$ cat config.mk
export PLATFORM = sky130hd
export DESIGN_NAME = hcbp_packer
export DESIGN_NICKNAME = d
export VERILOG_FILES = /design/src/rtl/hcbp_pkg.sv /design/src/rtl/hcbp_packer.sv
export SDC_FILE = /design/constraint.sdc
export NUM_CORES = 1
export LEC_CHECK = 0
export ABC_CLOCK_PERIOD_IN_PS = 2750
export BUFFER_PORTS_ARGS = -buffer_cell sky130_fd_sc_hd__buf_4
export CAP_MARGIN = 20
export CORE_AREA = 2 2 130 132
export CTS_BUF_LIST = sky130_fd_sc_hd__clkbuf_4
export CTS_CLUSTER_SIZE = 16
export DETAILED_ROUTE_END_ITERATION = 12
export DIE_AREA = 0 0 132 134
export PLACE_DENSITY_LB_ADDON = 0.25
export SETUP_SLACK_MARGIN = 0.15
export SLEW_MARGIN = 20
export SYNTH_ARGS = -nofsm -noshare
export SYNTH_HDL_FRONTEND = slang
export SYNTH_SLANG_ARGS = --single-unit
$ cat constraint.sdc
create_clock -name clk -period 2.75 [get_ports clk]
set_input_delay 0.4125 -clock clk [delete_from_list [all_inputs] [get_ports clk]]
set_output_delay 0.4125 -clock clk [all_outputs]
set_load 0.01 [all_outputs]
$ cat src/rtl/hcbp_pkg.sv
`timescale 1ns / 1ps
// ----------------------------------------------------------------------------
// hcbp_pkg
// Types, opcodes and helpers shared by the Huffman code bit packer.
// ----------------------------------------------------------------------------
package hcbp_pkg;

  localparam int OPC_W  = 2;
  localparam int SYM_W  = 8;
  localparam int WORD_W = 32;
  localparam int LEN_W  = 6;
  localparam int BYTE_W = 8;
  localparam int PEND_W = 7;
  localparam int CNT_W  = 3;
  localparam int ACC_W  = PEND_W + WORD_W;
  localparam int TOT_W  = 6;

  localparam logic [OPC_W-1:0] OP_LOAD   = 2'd0;
  localparam logic [OPC_W-1:0] OP_ENCODE = 2'd1;
  localparam logic [OPC_W-1:0] OP_FLUSH  = 2'd2;

  typedef struct packed {
    logic [OPC_W-1:0]  opcode;
    logic [SYM_W-1:0]  symbol;
    logic [WORD_W-1:0] code_word;
    logic [LEN_W-1:0]  code_length;
  } in_beat_t;

  typedef struct packed {
    logic [BYTE_W-1:0] packed_byte;
    logic              last_of_run;
  } out_beat_t;

  typedef struct packed {
    logic [WORD_W-1:0] code;
    logic [LEN_W-1:0]  len;
  } tbl_entry_t;

  typedef struct packed {
    logic encode;
    logic flush;
    logic emit;
  } pkr_ctrl_t;

  typedef struct packed {
    logic has_byte;
    logic has_pending;
    logic out_free;
  } pkr_stat_t;

  function automatic logic [WORD_W-1:0] len_mask(input logic [LEN_W-1:0] len);
    logic [WORD_W-1:0] m;
    for (int i = 0; i < WORD_W; i++) begin
      m[i] = (LEN_W'(i) < len);
    end
    return m;
  endfunction

  function automatic logic [PEND_W-1:0] pend_mask(input logic [CNT_W-1:0] cnt);
    logic [PEND_W-1:0] m;
    for (int i = 0; i < PEND_W; i++) begin
      m[i] = (CNT_W'(i) < cnt);
    end
    return m;
  endfunction

endpackage

$ cat src/rtl/hcbp_packer.sv
`timescale 1ns / 1ps
// ----------------------------------------------------------------------------
// hcbp_packer
// Bit accumulator and output byte register, MSB first.
// ----------------------------------------------------------------------------
module hcbp_packer (
  input  logic                  clk,
  input  logic                  rst_n,
  input  hcbp_pkg::pkr_ctrl_t   ctrl,
  input  hcbp_pkg::tbl_entry_t  entry,
  input  logic                  out_stall,
  output logic                  out_valid,
  output hcbp_pkg::out_beat_t   out_data,
  output hcbp_pkg::pkr_stat_t   stat
);

  logic [hcbp_pkg::ACC_W-1:0]  acc_r,       acc_nxt;
  logic [hcbp_pkg::TOT_W-1:0]  total_r,     total_nxt;
  logic                        out_valid_r, out_valid_nxt;
  hcbp_pkg::out_beat_t         out_data_r,  out_data_nxt;

  logic [hcbp_pkg::PEND_W-1:0] pend;
  logic [hcbp_pkg::TOT_W-1:0]  shamt;
  logic [hcbp_pkg::ACC_W-1:0]  shifted;

  assign pend    = acc_r[hcbp_pkg::PEND_W-1:0]
                   & hcbp_pkg::pend_mask(total_r[hcbp_pkg::CNT_W-1:0]);
  assign shamt   = total_r - hcbp_pkg::TOT_W'(hcbp_pkg::BYTE_W);
  assign shifted = acc_r >> shamt;

  always_comb begin
    acc_nxt       = acc_r;
    total_nxt     = total_r;
    out_data_nxt  = out_data_r;
    out_valid_nxt = out_valid_r && out_stall;
    if (ctrl.encode) begin
      acc_nxt   = (hcbp_pkg::ACC_W'(pend) << entry.len)
                  | hcbp_pkg::ACC_W'(entry.code);
      total_nxt = total_r + entry.len;
    end else if (ctrl.flush) begin
      acc_nxt   = hcbp_pkg::ACC_W'(pend)
                  << (4'd8 - {1'b0, total_r[hcbp_pkg::CNT_W-1:0]});
      total_nxt = hcbp_pkg::TOT_W'(hcbp_pkg::BYTE_W);
    end else if (ctrl.emit) begin
      total_nxt                = shamt;
      out_data_nxt.packed_byte = shifted[hcbp_pkg::BYTE_W-1:0];
      out_data_nxt.last_of_run = (shamt < hcbp_pkg::TOT_W'(hcbp_pkg::BYTE_W));
      out_valid_nxt            = 1'b1;
    end
  end

  always_ff @(posedge clk) begin
    if (!rst_n) begin
      acc_r       <= '0;
      total_r     <= '0;
      out_valid_r <= 1'b0;
    end else begin
      acc_r       <= acc_nxt;
      total_r     <= total_nxt;
      out_valid_r <= out_valid_nxt;
    end
  end

  always_ff @(posedge clk) begin
    out_data_r <= out_data_nxt;
  end

  assign stat.has_byte    = (total_r >= hcbp_pkg::TOT_W'(hcbp_pkg::BYTE_W));
  assign stat.has_pending = (total_r != '0);
  assign stat.out_free    = !out_valid_r || !out_stall;
  assign out_valid        = out_valid_r;
  assign out_data         = out_data_r;

endmodule

==> impl_metrics.toml, run 1 <==
[cts]
cts_buffers = 5
ctsHtreeMaxLevel = 2
ctsResizeCount = 0
cts_root_buf = "clkbuf_4"
cts.sinks = 55
clk_latency_ns = 0.46
cts_hold_buf = 0
clk_pin_slew_ns = 0.20
max-clock-path-buffers = 2
cts_setup_buffers = 0
cts_tree = "built"

[drt]
vias = 5181
final_antenna_net_count = 0
first_iter_violations = 573
vias_per_cell = 6.15
routed_wirelength_um = 19000
wire_per_inst_um = 22.5
drc_errors = 0
firstDrtPassIters = 6

[logic_synthesis]
seq_area_frac_synth_pct = 23.4
synthXorXnorAreaFrac_pct = 1.55
synth_area_leader_cell = "dfxtp_1"
syn-instance-count = 582
synthSimpleGateAreaFrac_pct = 17.5
synthMuxAreaShare_pct = 20.2
synth_top_area_share_pct = 18.1
syn_avg_cell_area_um2 = 8.74
synth_compound_area_share_pct = 28.7
ys.flop_type = "dfxtp_1"
synth_edf_count = 9
syn_nets = 635
yosys_register_bits = 55
netlist_area_um2 = 5080
synth_cell_type_count = 72
yosysWarnings = 0
synth-async-reset-ratio_pct = 0
synth_fa_ha_area_share_pct = 2.36
synth_area_leaders = "dfxtp_1, mux4_2, edfxtp_1, mux2i_1, nand2_1"
synth_top_family_by_area = "compound AO/OA/AOI/OAI gates"

[layout]
multi_input_area_um2 = 3580
design_area_um2 = 5840
drive_gt1_share_pct = 23.6
fillers = 1705
syn2layout_area_growth_pct = 14.8
layout_common_cells = "buf_4, nand2_1, dfxtp_1"
fin_nets = 675
seq_area_um2 = 1190
diodes = 0
layout_commonest_cell = "buf_4"

[run]
drv_cap = 0

[worst_setup_path]
cp-end-kind = "register"
required_ns = 2.96
crit_type = "reg -> reg"
worstPathArrival_ns = 2.63
start_kind = "register"
crit_fanout = 18
r2r_slack_ns = 0.33

[placement]
dp_hpwl_um = 14600
port-buffer-count = 56
gp_congestion = 0.912
place_area_um2 = 5760

[hold_path]
hp-class = "in -> reg"

[timing]
fin_tns_setup_ns = 0
worstMarginPinSlew_ns = 1.00
finalSetupViolCount = 0
finalCritPeriodShare_pct = 87.9
slew_violations = 0
post-route-min-period_ns = 2.42
max_freq_ghz = 0.413
slew_headroom_pct = 32.7
rsz0062_at_grt = "false"
skew_ns = 0.0263
hold_viol = 0

[global_routing]
grt_pass1_vias = 5103
grt_max_degree = 43
grt_pass1_wl_um = 29100
antenna_found_initial = 0
overflow = 0
grt_util_all_layers_pct = 21.2

[die]
start_util_pct = 31.2
ioPinCount = 57
fp-row-count = 47
die_w_um = 132
core_area_um2 = 16300
dieArea_um2 = 17700
die_h_um = 134

[power_and_ir_drop]
power_density_nw_per_um2 = 384
leakagePower_nw = 2.05
power_mw = 2.24
peakVddDrop_uv = 203

[run_status]
status = "complete, no violations"
through the flow:
stage                     setup slack (ns)  std cells  hold WS [ns]  utilization, %
after floorplan                      0.478        582         0.466               -
after global placement               0.340        835         0.487            35.4
after detailed placement             0.313        835         0.502            35.4
after CTS                            0.300        843         0.166            35.8
after global routing                 0.151        843         0.174            35.8
final                                0.331        843         0.169            35.8
logic make-up (layout without fill, tap and decap cells):
group           after synthesis  after routing
compound gates              204            204
simple gates                179            179
buf+inv                      66            107
mux                          60             60
flops                        55             55
fa+ha+maj                     9              9
xor+xnor                      9              9
critical path: stages, from the launching register on:
cell and delay, ns:
dfxtp_2 0.69, buf_4 0.31, mux4_2 0.54, mux4_2 0.47
nand2_1 0.08, a31oi_1 0.09
final timing paths:
check / end / depth (start not counted) / start
max reg2reg: out_data[3]$_DFFE_PP_ / 5 / total_r[0]$_SDFFE_PN0P_
max: out_data[3]$_DFFE_PP_ / 5 / total_r[0]$_SDFFE_PN0P_
min reg2reg: out_valid$_SDFF_PN0_ / 2 / out_valid$_SDFF_PN0_
min: acc_r[14]$_SDFFE_PN0P_ / 3 / entry[20]
synthesized netlist by cell type, drive strengths merged (6+ instances only):
| cell | number |
|---|---|
| a21o | 10 |
| a21oi | 36 |
| a221oi | 7 |
| a22o | 11 |
| a22oi | 17 |
| a31oi | 11 |
| and2 | 9 |
| buf | 26 |
| clkbuf | 27 |
| dfxtp | 46 |
| edfxtp | 9 |
| ha | 8 |
| inv | 13 |
| mux2i | 25 |
| mux4 | 34 |
| nand2 | 59 |
| nand3 | 12 |
| nand3b | 6 |
| nor2 | 32 |
| nor2b | 18 |
| nor3 | 17 |
| nor3b | 7 |
| o21a | 6 |
| o21ai | 31 |
| o221ai | 6 |
| o31ai | 9 |
layout make-up:
class,instances,share of cell area [%]
Sequential cell,55,20.5
Clock inverter,3,0.579
Tap cell,220,4.72
Clock buffer,5,0.643
Timing Repair Buffer,86,11.5
Inverter,13,0.836
Multi-Input combinational cell,461,61.3
sequential cells by signal, indices dropped and copies added (netlist names):
register and flops:
total_r 6, out_valid 1, acc_r 39, out_data 9
power breakdown:
part | total (mW) | leakage (nW) | internal [mW] | switching [mW]
clock | 0.465 | 0.0385 | 0.113 | 0.353
sequential | 0.946 | 0.460 | 0.871 | 0.0751
combinational | 0.832 | 1.55 | 0.363 | 0.469
total | 2.24 | 2.05 | 1.35 | 0.897
layer usage:
layer / global-route usage, % / vias to the layer above / wire length (um)
met5: 0 / - / 0
met3: 3.78 / 49 / 1400
met1: 27.8 / 2518 / 8170
li1: - / 2349 / -
met2: 35.0 / 265 / 8820
met4: 7.79 / 0 / 563
(Power assumes the default switching activity.)
==> inputs of run 2 (changes only) <==
--- a/config.mk
+++ b/config.mk
@@ -6,7 +6,7 @@
 export NUM_CORES = 1
 export LEC_CHECK = 0
 export ABC_CLOCK_PERIOD_IN_PS = 2750
-export BUFFER_PORTS_ARGS = -buffer_cell sky130_fd_sc_hd__buf_4
+export BUFFER_PORTS_ARGS = -buffer_cell sky130_fd_sc_hd__clkbuf_2
 export CAP_MARGIN = 20
 export CORE_AREA = 2 2 130 132
 export CTS_BUF_LIST = sky130_fd_sc_hd__clkbuf_4
@@ -19,3 +19,4 @@
 export SYNTH_ARGS = -nofsm -noshare
 export SYNTH_HDL_FRONTEND = slang
 export SYNTH_SLANG_ARGS = --single-unit
+export TNS_END_PERCENT = 10
==> constraint.sdc (replaced) <==
create_clock -name clk -period 2.75 [get_ports clk]
set_input_delay 0.55 -clock clk [delete_from_list [all_inputs] [get_ports clk]]
set_output_delay 0.55 -clock clk [all_outputs]
set_load 0.01 [all_outputs]
==> run 2 against run 1 <==
Effect of this change: fmax about the same; count of clock-buffer cells in the layout did not move; first-iteration DRC count down 3.0%; worst setup slack got worse by 0.0014 ns; core utilization decreased by 0.71 points; via count is 0.41% lower; critical path type is now reg -> out; die area did not move; power shrank 1.7%; final cell count grew 0.36%.
==> impl_metrics.toml, run 2 (synthesis results as in run 1) <==
[run_status]
status = "complete, no violations"

[drt]
firstDrtPassIters = 6
routed_wirelength_um = 18400
vias_per_cell = 6.10
wire_per_inst_um = 21.8
final_antenna_net_count = 0
first_iter_violations = 556
vias = 5160
drc_errors = 0

[timing]
skew_ns = 0.0282
post-route-min-period_ns = 2.42
slew_headroom_pct = 34.6
slew_violations = 0
fin_tns_setup_ns = 0
worstMarginPinSlew_ns = 0.974
max_freq_ghz = 0.413
rsz0062_at_grt = "false"
finalSetupViolCount = 0
finalCritPeriodShare_pct = 88.0
hold_viol = 0

[placement]
gp_congestion = 0.945
placed_cells = 838
dp_hpwl_um = 14500
port-buffer-count = 56
place_area_um2 = 5650

[layout]
drive_gt1_share_pct = 24.0
final_util_pct = 35.1
largest_reg_flops = 39
top_register = "acc_r"
design_area_um2 = 5720
fin_nets = 678
diodes = 0
layoutNonFillerInstCount = 846
syn2layout_area_growth_pct = 12.5
layout_commonest_cell = "nand2_1"
layout_common_cells = "nand2_1, clkbuf_2, dfxtp_1"

[power_and_ir_drop]
power.switching_mw = 0.884
peakVddDrop_uv = 228
swShare_pct = 40.1
power_mw = 2.21
p_comb_share_pct = 36.7
clkPwrFrac_pct = 20.5
p_int_mw = 1.32
leakagePower_nw = 2.02
power_density_nw_per_um2 = 386
p_seq_share_pct = 42.8

[worst_setup_path]
crit_type = "reg -> out"
start_kind = "register"
worstPathArrival_ns = 1.87
worst_path_most_repeated_cell = "nand2_1"
crit_fanout = 13
required_ns = 2.20
slowest_delay_ns = 0.54
cp_slowest_cell = "dfxtp_2"
worstPathCellList = "inv_1 > ha_1 > nor2b_1 > nand2_1 > nand2_1 > clkbuf_2"
cp-end-kind = "output port"

[die]
dieArea_um2 = 17700
core_area_um2 = 16300
fp-row-count = 47
ioPinCount = 57
die_w_um = 132
die_h_um = 134
start_util_pct = 31.2

[cts]
cts.sinks = 55
clk_latency_ns = 0.46
clk_pin_slew_ns = 0.19
ctsHtreeMaxLevel = 2
cts_root_buf = "clkbuf_4"
max-clock-path-buffers = 2
cts_tree = "built"
cts_buffers = 5
cts_setup_buffers = 0

[global_routing]
overflow = 0
antenna_found_initial = 0
grt_max_degree = 38
grt_pass1_wl_um = 28900
grt_pass1_vias = 4979
grt_util_all_layers_pct = 21.0

[run]
drv_cap = 0

[hold_path]
hp-class = "in -> reg"
[run 2: cell types whose count changed in the layout (fill, tap and decap cells not counted), sizes merged]
cell / previous run / this run
clkbuf: 5 / 61
buf: 86 / 33
[run 2: critical path, delay by kind of cell (launching register included)]
kind,cells,cell delay (ns)
buf+inv,2,0.28
fa+ha+maj,1,0.27
simple gates,3,0.33
flops,1,0.54
[run 2: path summary, 6_finish.rpt]
path	to	cells past startpoint	slack, ns	startpoint
setup / recovery	stat[2]	6	0.33	total_r[1]$_SDFFE_PN0P_
hold / removal	acc_r[27]$_SDFFE_PN0P_	3	0.32	entry[33]
hold reg to reg	out_valid$_SDFF_PN0_	2	0.52	out_valid$_SDFF_PN0_
setup reg to reg	acc_r[12]$_SDFFE_PN0P_	6	0.43	total_r[1]$_SDFFE_PN0P_
[run 2: power groups by stage]
stage | Sequential [mW] | Clock [mW] | Combinational, mW
after global placement | 0.959 | 0 | 0.798
after global routing | 0.954 | 0.497 | 0.876
after floorplan | 0.921 | 0 | 0.584
after detailed placement | 0.960 | 0 | 0.797
final | 0.944 | 0.453 | 0.809
after CTS | 0.943 | 0.469 | 0.800
[run 2: area by class of cell]
class,count,area [um2]
inverters,13,48.8
flip-flops and latches,55,1200
clock buffers,5,37.5
fillers,1701,10600
well taps,220,275
repair buffers,89,553
clock inverters,3,33.8
multi-input cells,461,3580
[run 2: per-layer routing]
metal | vias to the layer above | wire (um) | global-route usage [%]
met2 | 259 | 8370 | 33.7
met5 | - | 0 | 0
li1 | 2349 | - | -
met1 | 2510 | 8370 | 28.6
met3 | 42 | 1160 | 3.44
met4 | 0 | 521 | 7.37
[run 2: timing repair]
action                     4_1_cts  5_1_grt
hold buffers                     0        0
setup endpoints to repair        0        2
resized for setup                0        1
hold endpoints to repair         0        0
[run 2: metrics by stage]
step	setup WS [ns]	hold slack (ns)
global route	0.227	0.307
floorplan	0.478	0.466
CTS	0.218	0.310
finish	0.330	0.322
global placement	0.389	0.480
detailed placement	0.368	0.501
